[src/sv/ftwf_pkg.sv]
// ----------------------------------------------------------------------------
// ftwf_pkg: shared types and constants of the five-tuple whitelist filter
// Request and response payloads, the stored rule layout and protocol codes.
// ----------------------------------------------------------------------------
package ftwf_pkg;

    localparam int RULE_COUNT_DEF = 8;

    localparam logic ACT_CLASSIFY = 1'b0;
    localparam logic ACT_WRITE    = 1'b1;

    localparam logic [7:0]  PROTO_TCP     = 8'd6;
    localparam logic [7:0]  PROTO_UDP     = 8'd17;
    localparam logic [15:0] PORT_WILDCARD = 16'd0;

    typedef struct packed {
        logic        action;
        logic [2:0]  rule_slot;
        logic [31:0] src_addr;
        logic [31:0] dst_addr;
        logic [15:0] src_port;
        logic [15:0] dst_port;
        logic [7:0]  protocol;
        logic        rule_enable;
    } t_in_req;

    typedef struct packed {
        logic       accept;
        logic [2:0] matched_rule;
    } t_out_rsp;

    typedef struct packed {
        logic [31:0] src_addr;
        logic [31:0] dst_addr;
        logic [15:0] src_port;
        logic [15:0] dst_port;
        logic [7:0]  proto;
    } t_rule;

endpackage

[src/sv/ftwf_rule_store.sv]
// ----------------------------------------------------------------------------
// ftwf_rule_store: rule table memory with per-slot enable bits
// One write port and one registered read port; enable bits clear at reset.
// ----------------------------------------------------------------------------
module ftwf_rule_store #(
    parameter int RULE_COUNT = ftwf_pkg::RULE_COUNT_DEF,
    parameter int IDX_W      = 3
) (
    input  logic                i_clk,
    input  logic                i_rst_n,
    input  logic                i_we,
    input  logic [IDX_W-1:0]    i_waddr,
    input  ftwf_pkg::t_rule     i_wrule,
    input  logic                i_wact,
    input  logic                i_re,
    input  logic [IDX_W-1:0]    i_raddr,
    output ftwf_pkg::t_rule     o_rd_rule,
    output logic                o_rd_act
);
    import ftwf_pkg::*;

    t_rule                  r_mem [RULE_COUNT];
    logic [RULE_COUNT-1:0]  r_active;
    t_rule                  r_rd_rule;
    logic                   r_rd_act;

    always_ff @(posedge i_clk) begin
        if (i_we) begin
            r_mem[i_waddr] <= i_wrule;
        end
        if (i_re) begin
            r_rd_rule <= r_mem[i_raddr];
            r_rd_act  <= r_active[i_raddr];
        end
    end

    // Enable bits stand in for the cleared table: an inactive slot never hits.
    always_ff @(posedge i_clk) begin
        if (!i_rst_n) begin
            r_active <= '0;
        end else if (i_we) begin
            r_active[i_waddr] <= i_wact;
        end
    end

    assign o_rd_rule = r_rd_rule;
    assign o_rd_act  = r_rd_act;

endmodule

[src/sv/ftwf_match.sv]
// ----------------------------------------------------------------------------
// ftwf_match: compare one stored rule against the packet header
// Address and protocol must agree; ports count only for TCP and UDP.
// ----------------------------------------------------------------------------
module ftwf_match (
    input  ftwf_pkg::t_rule   i_rule,
    input  logic              i_act,
    input  ftwf_pkg::t_in_req i_pkt,
    output logic              o_hit
);
    import ftwf_pkg::*;

    logic base_ok;
    logic has_ports;
    logic sp_ok;
    logic dp_ok;

    assign base_ok   = (i_rule.src_addr == i_pkt.src_addr)
                    && (i_rule.dst_addr == i_pkt.dst_addr)
                    && (i_rule.proto    == i_pkt.protocol);
    assign has_ports = (i_pkt.protocol == PROTO_TCP) || (i_pkt.protocol == PROTO_UDP);
    // Zero rule port is a wildcard
    assign sp_ok     = (i_rule.src_port == PORT_WILDCARD) || (i_rule.src_port == i_pkt.src_port);
    assign dp_ok     = (i_rule.dst_port == PORT_WILDCARD) || (i_rule.dst_port == i_pkt.dst_port);

    assign o_hit = i_act && base_ok && (!has_ports || (sp_ok && dp_ok));

endmodule

[src/sv/five_tuple_whitelist_filter_core.sv]
// ----------------------------------------------------------------------------
// five_tuple_whitelist_filter_core: IPv4 five-tuple whitelist, first match
// Default-drop filter that scans a rule table one slot per cycle.
// ----------------------------------------------------------------------------
// Usage:
//   Input channel (i_in_valid / o_in_ready / i_in_req) carries two kinds of
//   request. A write-rule request (action = 1) stores addresses, ports,
//   protocol and enable into the slot given by rule_slot and gives no
//   response. A slot number not below RULE_COUNT is ignored.
//   A classify request (action = 0) scans the slots in ascending order
//   through a single comparator and returns one response (o_out_valid /
//   i_out_ready / o_out_rsp): accept and the first matching slot, or accept 0
//   and slot 0 when no enabled rule matches.
//   Scan: a classify request reads one slot per cycle from the rule memory
//   (registered read) and stops at the first hit or after the last slot;
//   the rule memory read port and the single comparator set the pace.
//   o_in_ready is high only while the sequencer is idle, so the next request
//   is taken only after the response has loaded into the output register.
//   Reset clears every enable bit, so all packets drop until rules load.
//   A stalled receiver holds the response in the output register; the next
//   request is still taken and scanned, and its result waits until the
//   output register is free.
// ----------------------------------------------------------------------------
module five_tuple_whitelist_filter_core #(
    parameter int RULE_COUNT = ftwf_pkg::RULE_COUNT_DEF
) (
    input  logic               i_clk,
    input  logic               i_rst_n,
    input  logic               i_in_valid,
    output logic               o_in_ready,
    input  ftwf_pkg::t_in_req  i_in_req,
    output logic               o_out_valid,
    input  logic               i_out_ready,
    output ftwf_pkg::t_out_rsp o_out_rsp
);
    import ftwf_pkg::*;

    localparam int IDX_W = (RULE_COUNT > 1) ? $clog2(RULE_COUNT) : 1;
    localparam logic [IDX_W-1:0] LAST_IDX = IDX_W'(RULE_COUNT - 1);

    localparam logic [1:0] ST_IDLE = 2'd0;
    localparam logic [1:0] ST_SCAN = 2'd1;
    localparam logic [1:0] ST_FIN  = 2'd2;

    // Sequencer state and scan pointers
    logic [1:0]       r_state,     n_state;
    t_in_req          r_pkt,       n_pkt;
    logic [IDX_W-1:0] r_issue_idx, n_issue_idx;
    logic             r_issuing,   n_issuing;
    logic             r_cmp_vld,   n_cmp_vld;
    logic [IDX_W-1:0] r_cmp_idx,   n_cmp_idx;
    t_out_rsp         r_res,       n_res;
    logic             r_out_vld,   n_out_vld;
    t_out_rsp         r_out_rsp,   n_out_rsp;

    logic             in_fire;
    logic [6:0]       slot_ext;
    logic             wr_en;
    logic [IDX_W-1:0] wr_addr;
    t_rule            wr_rule;
    logic             rd_en;
    t_rule            rd_rule;
    logic             rd_act;
    logic             hit;

    assign o_in_ready = (r_state == ST_IDLE);
    assign in_fire    = i_in_valid && o_in_ready;

    // Rule writes: drop slots beyond the table
    assign slot_ext = 7'(i_in_req.rule_slot);
    assign wr_en    = in_fire && (i_in_req.action == ACT_WRITE) && (slot_ext < 7'(RULE_COUNT));
    assign wr_addr  = slot_ext[IDX_W-1:0];

    always_comb begin
        wr_rule.src_addr = i_in_req.src_addr;
        wr_rule.dst_addr = i_in_req.dst_addr;
        wr_rule.src_port = i_in_req.src_port;
        wr_rule.dst_port = i_in_req.dst_port;
        wr_rule.proto    = i_in_req.protocol;
    end

    assign rd_en = (r_state == ST_SCAN) && r_issuing;

    ftwf_rule_store #(
        .RULE_COUNT (RULE_COUNT),
        .IDX_W      (IDX_W)
    ) u_store (
        .i_clk     (i_clk),
        .i_rst_n   (i_rst_n),
        .i_we      (wr_en),
        .i_waddr   (wr_addr),
        .i_wrule   (wr_rule),
        .i_wact    (i_in_req.rule_enable),
        .i_re      (rd_en),
        .i_raddr   (r_issue_idx),
        .o_rd_rule (rd_rule),
        .o_rd_act  (rd_act)
    );

    ftwf_match u_match (
        .i_rule (rd_rule),
        .i_act  (rd_act),
        .i_pkt  (r_pkt),
        .o_hit  (hit)
    );

    always_comb begin
        n_state     = r_state;
        n_pkt       = r_pkt;
        n_issue_idx = r_issue_idx;
        n_issuing   = r_issuing;
        n_cmp_vld   = rd_en;
        n_cmp_idx   = r_issue_idx;
        n_res       = r_res;
        n_out_vld   = r_out_vld;
        n_out_rsp   = r_out_rsp;

        // Release the response once the receiver takes it
        if (r_out_vld && i_out_ready) begin
            n_out_vld = 1'b0;
        end

        unique case (r_state)
            ST_IDLE: begin
                if (in_fire && (i_in_req.action == ACT_CLASSIFY)) begin
                    n_pkt       = i_in_req;
                    n_issue_idx = '0;
                    n_issuing   = 1'b1;
                    n_state     = ST_SCAN;
                end
            end
            ST_SCAN: begin
                // Advance the read pointer one slot per cycle
                if (rd_en) begin
                    if (r_issue_idx == LAST_IDX) begin
                        n_issuing = 1'b0;
                    end else begin
                        n_issue_idx = IDX_W'(r_issue_idx + 1'b1);
                    end
                end
                // Compare the slot read in the previous cycle; first hit wins
                if (r_cmp_vld) begin
                    if (hit) begin
                        n_res.accept       = 1'b1;
                        n_res.matched_rule = 3'(r_cmp_idx);
                        n_issuing          = 1'b0;
                        n_cmp_vld          = 1'b0;
                        n_state            = ST_FIN;
                    end else if (r_cmp_idx == LAST_IDX) begin
                        n_res.accept       = 1'b0;
                        n_res.matched_rule = 3'd0;
                        n_issuing          = 1'b0;
                        n_cmp_vld          = 1'b0;
                        n_state            = ST_FIN;
                    end
                end
            end
            ST_FIN: begin
                // Hold the result until the output register is free
                if (!r_out_vld || i_out_ready) begin
                    n_out_vld = 1'b1;
                    n_out_rsp = r_res;
                    n_state   = ST_IDLE;
                end
            end
            default: begin
                n_state   = ST_IDLE;
                n_issuing = 1'b0;
                n_cmp_vld = 1'b0;
            end
        endcase
    end

    always_ff @(posedge i_clk) begin
        if (!i_rst_n) begin
            r_state   <= ST_IDLE;
            r_issuing <= 1'b0;
            r_cmp_vld <= 1'b0;
            r_out_vld <= 1'b0;
        end else begin
            r_state   <= n_state;
            r_issuing <= n_issuing;
            r_cmp_vld <= n_cmp_vld;
            r_out_vld <= n_out_vld;
        end
    end

    always_ff @(posedge i_clk) begin
        r_pkt       <= n_pkt;
        r_issue_idx <= n_issue_idx;
        r_cmp_idx   <= n_cmp_idx;
        r_res       <= n_res;
        r_out_rsp   <= n_out_rsp;
    end

    assign o_out_valid = r_out_vld;
    assign o_out_rsp   = r_out_rsp;

endmodule

[config.mk]
export PLATFORM = sky130hd
export DESIGN_NAME = five_tuple_whitelist_filter_core
export DESIGN_NICKNAME = d
export VERILOG_FILES = /design/src/sv/ftwf_pkg.sv /design/src/sv/ftwf_rule_store.sv /design/src/sv/ftwf_match.sv /design/src/sv/five_tuple_whitelist_filter_core.sv
export SDC_FILE = /design/constraint.sdc
export NUM_CORES = 1
export LEC_CHECK = 0
export BUFFER_PORTS_ARGS = -buffer_cell sky130_fd_sc_hd__buf_2
export CORE_MARGIN = 5
export CORE_UTILIZATION = 32
export CTS_CLUSTER_SIZE = 8
export DETAILED_ROUTE_END_ITERATION = 12
export GPL_TIMING_DRIVEN = 1
export MAX_ROUTING_LAYER = met4
export SYNTH_ARGS = -nofsm -noshare
export SYNTH_HDL_FRONTEND = slang
export SYNTH_SLANG_ARGS = --single-unit
[constraint.sdc]
create_clock -name i_clk -period 9.24 [get_ports i_clk]
set_input_delay 0.924 -clock i_clk [delete_from_list [all_inputs] [get_ports i_clk]]
set_output_delay 0.924 -clock i_clk [all_outputs]
set_load 0.005 [all_outputs]
* After elaboration in Yosys (flattened, before gate mapping)
Memory sizes are Yosys's and may differ from the RTL's. A register that Yosys moved wholly into a read port is not among the register bits. Cells that the tools add are included.
Operators by class: add/subtract/negate cells 1, $lt $le $gt $ge 4, eq/ne operators 17, muxes and demuxes 33, bitwise gates (word level) 2, reductions and logical operators 31
Operators with widths (count):
- 32-bit == test | 2
- 16-bit == test | 2
- 16-bit logical NOT | 2
- 1-bit two-way mux | 16
- 1-bit logical AND | 12
- 3-bit by 4-bit < comparator with 1-bit output (second input constant) | 3
- 3-bit two-way mux | 4
- 2-bit two-way mux | 5
- 8-bit bitwise mux | 1
- 8-bit by 3-bit == test with 1-bit output (second input constant) | 1
- 8-bit by 5-bit == test with 1-bit output (second input constant) | 1
- 8-bit == test | 1
- 2-bit != test (second input constant) | 4
- 4-bit AND reduction | 2
- 3-bit == test (second input constant) | 2
- 2-bit case mux with 3 select lines | 1
- 3-bit case mux with 2 select lines | 1
- 2-bit AND reduction | 3
- 1-bit logical OR | 5
- 4-bit two-way mux | 1
- 2-bit nonzero test | 2
- 3-bit by 1-bit adder with 3-bit output (second input constant) | 1
- 1-bit binary-select mux with 3-bit select | 1
- 1-bit demux with 3-bit select | 1
- 12 further kinds | 14
Storage, ports and cells: register bits after elaboration 132, RAM bits 832, bits of input ports 113, output and inout port bits 6, logic and storage cells 106, memories kept 1
Memories:
- u_store.r_mem | words 8, bits a word 104, read ports 1, clocked after memory_dff 1, wr ports 1, line ftwf_rule_store.sv:22 | t_rule r_mem [RULE_COUNT];

* Logic depth before layout (Yosys ltp)
depth in word-level cells 8, mapped depth 7, gate-level depth less buffers 7

* Hierarchy
From an unflattened synthesis, not the netlist that was laid out.
Unflattened totals: cells, all modules 1674, area, all modules 40672.8 um2
By module, submodules not included:
- ftwf_rule_store | times used 1, cells each 1348, area an instance 35378.9 um2, seq. area each 28297.1 um2
- five_tuple_whitelist_filter_core | times used 1, cells each 166, area an instance 4023.9 um2, seq. area each 3763.6 um2
- ftwf_match | times used 1, cells each 160, area an instance 1270.0 um2, seq. area each 0.0 um2

* Worst setup path before layout
Ideal clock, no wire load.
kind input-to-reg, from input port i_in_req[105] (netlist bit), to register u_store.r_active[0], arrival time 9011 ps, data required time 9112 ps, path slack 101 ps, stages on the path 4, cell sequence nand4b_1 nor3_1 mux2i_1 nor2_1
Between the ends: word-level cells in the longest chain between the ends 5, elaborated cells between the ends (all ways) 8, classes of those cells order compare (3); mux (3); reduce/logical (2)
RTL lines:
- start, declared | line five_tuple_whitelist_filter_core.sv:31 | input ftwf_pkg::t_in_req i_in_req,
- 3-bit by 4-bit < comparator with 1-bit output or 3-bit by 1-bit greater-or-equal comparator with 1-bit output (tied branches) | line ftwf_rule_store.sv:42, five_tuple_whitelist_filter_core.sv:71
- 1-bit logical AND (implied by the code) | line ftwf_rule_store.sv:42 | r_active[i_waddr] <= i_wact;
- 1-bit two-way mux (implied by the code) | line ftwf_rule_store.sv:42
- 1-bit demux with 3-bit select
- 8-bit bitwise mux | line ftwf_rule_store.sv:42
- end signal, assigned by index | line ftwf_rule_store.sv:42
- end, declared | line ftwf_rule_store.sv:23 | logic [RULE_COUNT-1:0] r_active;
Several ways; a longest one is shown, not always the timed one. A chain may end at the register's enable or synchronous reset.

* Final worst setup path
from register r_state[1], to memory u_store.r_mem[2][85] (netlist bit), enable pin
Between the ends: word-level cells in the longest chain between the ends 6
RTL lines:
- start, declared | line five_tuple_whitelist_filter_core.sv:46 | logic [1:0] r_state, n_state;
- start signal, assigned | line five_tuple_whitelist_filter_core.sv:181 | r_state <= n_state;
- 2-bit logical NOT | line five_tuple_whitelist_filter_core.sv:66 | assign o_in_ready = (r_state == ST_IDLE);
- 1-bit logical AND | line five_tuple_whitelist_filter_core.sv:67 | assign in_fire = i_in_valid && o_in_ready;
- 1-bit logical AND (2 in series) | line five_tuple_whitelist_filter_core.sv:71 | assign wr_en = in_fire && (i_in_req.action == ACT_WRITE) && (slot_ext < 7'(RULE_COUNT));
- 1-bit two-way mux | line ftwf_rule_store.sv:28 | if (i_we) begin
- 1-bit two-way mux (implied by the code) | line ftwf_rule_store.sv:29 | r_mem[i_waddr] <= i_wrule;
- end, declared | line ftwf_rule_store.sv:22
No other way between the ends.

==> impl_summary.txt <==
----------------------------------------------------
[Status]
  Result of the run ... finished clean

[Pwr]
  Comb power frac ... 0.041
  Cell leakage power ... 14.4 nW
  Max VDD drop ... 0.177 mV
  Overall power after layout ... 10.7 mW
  Switching power of the nets ... 2.11 mW
  Pwr/cell area ... 229 nW/um2
  Share of total power in the clock network ... 0.449
  Share of power burned in registers ... 0.510
  Net Sw Frac ... 0.197
  Internal power component ... 8.58 mW

[Clock tree]
  CTS clock-pin slew for the worst setup and hold paths ... 0.05 ns
  Count of cells resized by post-cts repair ... 0
  CTS tree ... yes
  Buffer type at the clock tree root ... sky130_fd_sc_hd__clkbuf_16
  Setup repair bufs after CTS ... 0
  Maximum clock path buffer count ... 3
  H-tree Lvls ... 4
  Total clock buffers created by CTS ... 151
  # hold bufs at CTS ... 0
  Clock sink count ... 1,068
  Worst-skew pair later-pin latency ... 0.70 ns

[Final layout]
  Number of filler instances in the final layout ... 11,096
  Post-layout net count ... 2,028
  Proportion of layout cells with a drive suffix above 1 ... 0.327
  Post-layout utilization of the core ... 0.377
  Most common library cell in the layout ignoring fill and taps ... sky130_fd_sc_hd__edfxtp_1
  Most frequent cells in the layout ... sky130_fd_sc_hd__edfxtp_1 (1,052), sky130_fd_sc_hd__mux4_2 (210), sky130_fd_sc_hd__clkbuf_16 (156), sky130_fd_sc_hd__buf_2 (118), sky130_fd_sc_hd__mux2_2 (105)
  Multi-input combinational cell area ... 7630 um2
  Area added between synthesis and finish ... 17.1%
  Post-route non-filler standard cell count ... 3,598
  Seq. cell area ... 31,900 um2

[Drt]
  TritonRoute pass-1 iters ... 5
  Routed wirelength normalized by instance count ... 24.1 um
  Via count ... 17,525
  Post-Route WL ... 86.7 mm
  Drt drc ... 0
  DR iter-0 viols ... 1,346
  Post-detailed-route via-to-cell ratio ... 4.87
  Final antenna-violating net count ... 0

[STA]
  Layout Skew ... 0.0215 ns
  Final worst-path cycle share ... 0.411
  Actual slew at the worst max-slew pin ... 1.24 ns
  Timing-limited maximum frequency ... 263 MHz
  Final total negative setup slack ... 0 ns
  Final Hold Viols ... 0
  Total setup violations reported at the end of the flow ... 0
  Crit path time final ... 3.80 ns
  Remaining max-slew budget at the tightest pin ... 0.173
  RSZ-0062 raised after global routing ... false
  Final slew viol count ... 0

[Floorplanning]
  Core Area ... 124,000 um2
  Floorplan die width ... 363 um
  Die extent in y ... 363 um
  Floorplan row count ... 129
  Ports ... 119
  Initial Util ... 0.322
  Die footprint ... 131,000 um2

[Synthesis]
  Biggest area contributors in the synthesized netlist ... sky130_fd_sc_hd__edfxtp_1 (79%), sky130_fd_sc_hd__mux4_2 (12%), sky130_fd_sc_hd__mux2_2 (3.0%), sky130_fd_sc_hd__xnor2_1 (1.9%), sky130_fd_sc_hd__dfxtp_1 (0.81%)
  Mean instance size in the synthesized netlist ... 23.6 um2
  Netlist area before placement ... 39,800 um2
  Synthesized Nets ... 1,797
  Top cell type by total area after synthesis ... sky130_fd_sc_hd__edfxtp_1
  Unique masters post-synth ... 42
  Share of synthesized area occupied by flip-flops and latches ... 0.802
  Yosys reg bits ... 1,068
  Yosys top cell area share ... 0.794
  Count of yosys warnings during synthesis ... 0
  Post-Syn Instances ... 1,682

[Setup path]
  Kind of end point of the critical path ... flip-flop
  Worst stage delay on the critical path ... 0.86 ns
  Worst path depth ... 5
  Req. time, crit path ... 9.56 ns
  Critical-path cell list ... nor2_1 -> nand4b_1 -> nor2_4 -> buf_4 -> buf_4
  Worst reg2reg path startpoint ... r_state[1]
  Cell repeated most along the worst path ... sky130_fd_sc_hd__buf_4
  Depth of the worst register-to-register path ... 5
  Crit-path slowest cell ... sky130_fd_sc_hd__nor2_4
  R2R Path End ... u_store.r_mem[2][85]
  Crit path buf inv count ... 2
  Crit-path max FO ... 44
  Arrival time at the worst endpoint ... 4.11 ns
  Sort of element at the start of the critical path ... flip-flop
  Worst path top cell family by delay ... simple AND/OR/NAND/NOR gates
  FF-to-FF setup slack ... 5.44 ns
  Category of the critical setup timing path ... reg -> reg

[Global route]
  Global Route Usage Sum ... 0.136
  Maximum number of pins on one net before global-route repair ... 156
  Final global-route overflow total ... 0
  Initial antenna violation count ... 42
  Number of global-route vias before repair ... 18,863
  Wire length of the first global-routing pass ... 128 mm

[Min path]
  Worst-case hold path end point ... o_out_rsp[1]
  Hold path depth ... 0
  Class of the tightest hold or removal check ... reg -> reg
  Worst hold start ... r_res[1]

[Placement]
  Total half-perimeter wirelength after legalization and detailed placement ... 45.3 mm
  I/O Buffers ... 118
  Gpl congestion ... 0.736
  Number of instances in the placed design ... 3,397

[Flow run]
  Max cap viols ... 0

----------------------------------------------------
[stage by stage]
stage | hold WS, ns | cell area, um2 | setup slack (ns)
finish | 0.449 | 46600 | 5.44
global route | 0.470 | 46600 | 5.19
CTS | 0.434 | 46500 | 5.32
detailed placement | 0.408 | 42500 | 4.81
global placement | 0.436 | 42500 | 4.89
floorplan | 0.375 | 39800 | 0.101
[kinds of logic (layout without fill, tap and decap cells)]
group                    Yosys count  after routing  synth area share
flip-flops                      1068           1068             0.802
other                              0             28                 0
AND/OR/NAND/NOR                  102            102            0.0152
adder cells (fa/ha/maj)            2              2          0.000629
buffers and inverters             71            322           0.00730
AO/OA/AOI/OAI                     29             29           0.00475
multiplexers                     317            317             0.149
XOR/XNOR                          93             93            0.0205
[power by group through the flow]
stage               clock network, mW  registers [mW]  logic, mW
floorplan                           0            5.55      0.269
global placement                    0            5.54      0.434
detailed placement                  0            5.54      0.445
CTS                              4.93            5.45      0.447
global route                     5.14            5.45      0.472
finish                           4.80            5.46      0.433
[state kept, by name, indices dropped and copies added, names as in the netlist]
register           count
r_pkt                104
u_store.r_mem        832
r_res                  4
u_store.r_active       8
n_cmp_idx              3
u_store.o_rd_act       1
u_store.o_rd_rule    104
r_cmp_idx              3
o_out_rsp              4
r_cmp_vld              1
r_state                2
r_issuing              1
o_out_valid            1
[metal layers]
metal	GRT usage	up-vias	routed length, um
met5	-	-	0
met4	0.0392	0	1640
met3	0.0351	131	5530
met2	0.211	519	42100
met1	0.178	9365	37400
li1	-	7510	-
[layout make-up]
| class | instances | area share |
|---|---|---|
| tap | 1637 | 0.0440 |
| sequential | 1068 | 0.685 |
| multi-input combinational | 543 | 0.164 |
| clock inverter | 9 | 0.00250 |
| timing repair buffer | 139 | 0.0179 |
| clock buffer | 164 | 0.0845 |
| antenna | 28 | 0.00150 |
| inverter | 10 | 0.000860 |
[worst max-delay path by stage]
stage | to | slack (ns) | startpoint
finish | u_store.r_mem[2][85] | 5.44 | r_state[1]
global route | u_store.r_mem[2][75] | 5.19 | r_state[1]
CTS | u_store.r_mem[2][44] | 5.32 | r_state[1]
detailed placement | u_store.r_mem[2][81] | 4.81 | i_in_req[105]
global placement | u_store.r_mem[2][86] | 4.89 | i_in_req[105]
floorplan | u_store.r_active[0] | 0.10 | i_in_req[105]
[cell usage after synthesis]
cell and count:
sky130_fd_sc_hd__a2111o_1 1, sky130_fd_sc_hd__a21o_1 1, sky130_fd_sc_hd__a21oi_1 8, sky130_fd_sc_hd__a222oi_1 1
sky130_fd_sc_hd__and2_1 6, sky130_fd_sc_hd__and4_1 1, sky130_fd_sc_hd__buf_1 8, sky130_fd_sc_hd__buf_2 19
sky130_fd_sc_hd__clkbuf_1 34, sky130_fd_sc_hd__dfxtp_1 16, sky130_fd_sc_hd__edfxtp_1 1052, sky130_fd_sc_hd__ha_1 2
sky130_fd_sc_hd__inv_1 10, sky130_fd_sc_hd__mux2_2 105, sky130_fd_sc_hd__mux2i_1 2, sky130_fd_sc_hd__mux4_2 210
sky130_fd_sc_hd__nand2_1 15, sky130_fd_sc_hd__nand2_2 1, sky130_fd_sc_hd__nand2b_1 9, sky130_fd_sc_hd__nand3_1 1
sky130_fd_sc_hd__nand4_1 25, sky130_fd_sc_hd__nand4b_1 1, sky130_fd_sc_hd__nor2_1 11, sky130_fd_sc_hd__nor2b_1 6
sky130_fd_sc_hd__nor2b_4 1, sky130_fd_sc_hd__nor3_1 4, sky130_fd_sc_hd__nor4_1 15, sky130_fd_sc_hd__nor4_2 1
sky130_fd_sc_hd__nor4b_1 1, sky130_fd_sc_hd__nor4bb_1 2, sky130_fd_sc_hd__o2111ai_1 2, sky130_fd_sc_hd__o21a_1 1
sky130_fd_sc_hd__o21ai_0 7, sky130_fd_sc_hd__o21ai_1 1, sky130_fd_sc_hd__o221ai_1 3, sky130_fd_sc_hd__o22ai_1 2
sky130_fd_sc_hd__o31ai_1 1, sky130_fd_sc_hd__o41ai_1 1, sky130_fd_sc_hd__or2b_2 1, sky130_fd_sc_hd__or4_4 1
sky130_fd_sc_hd__xnor2_1 86, sky130_fd_sc_hd__xor2_1 7
Note: power is estimated with default switching activity, not from simulation.
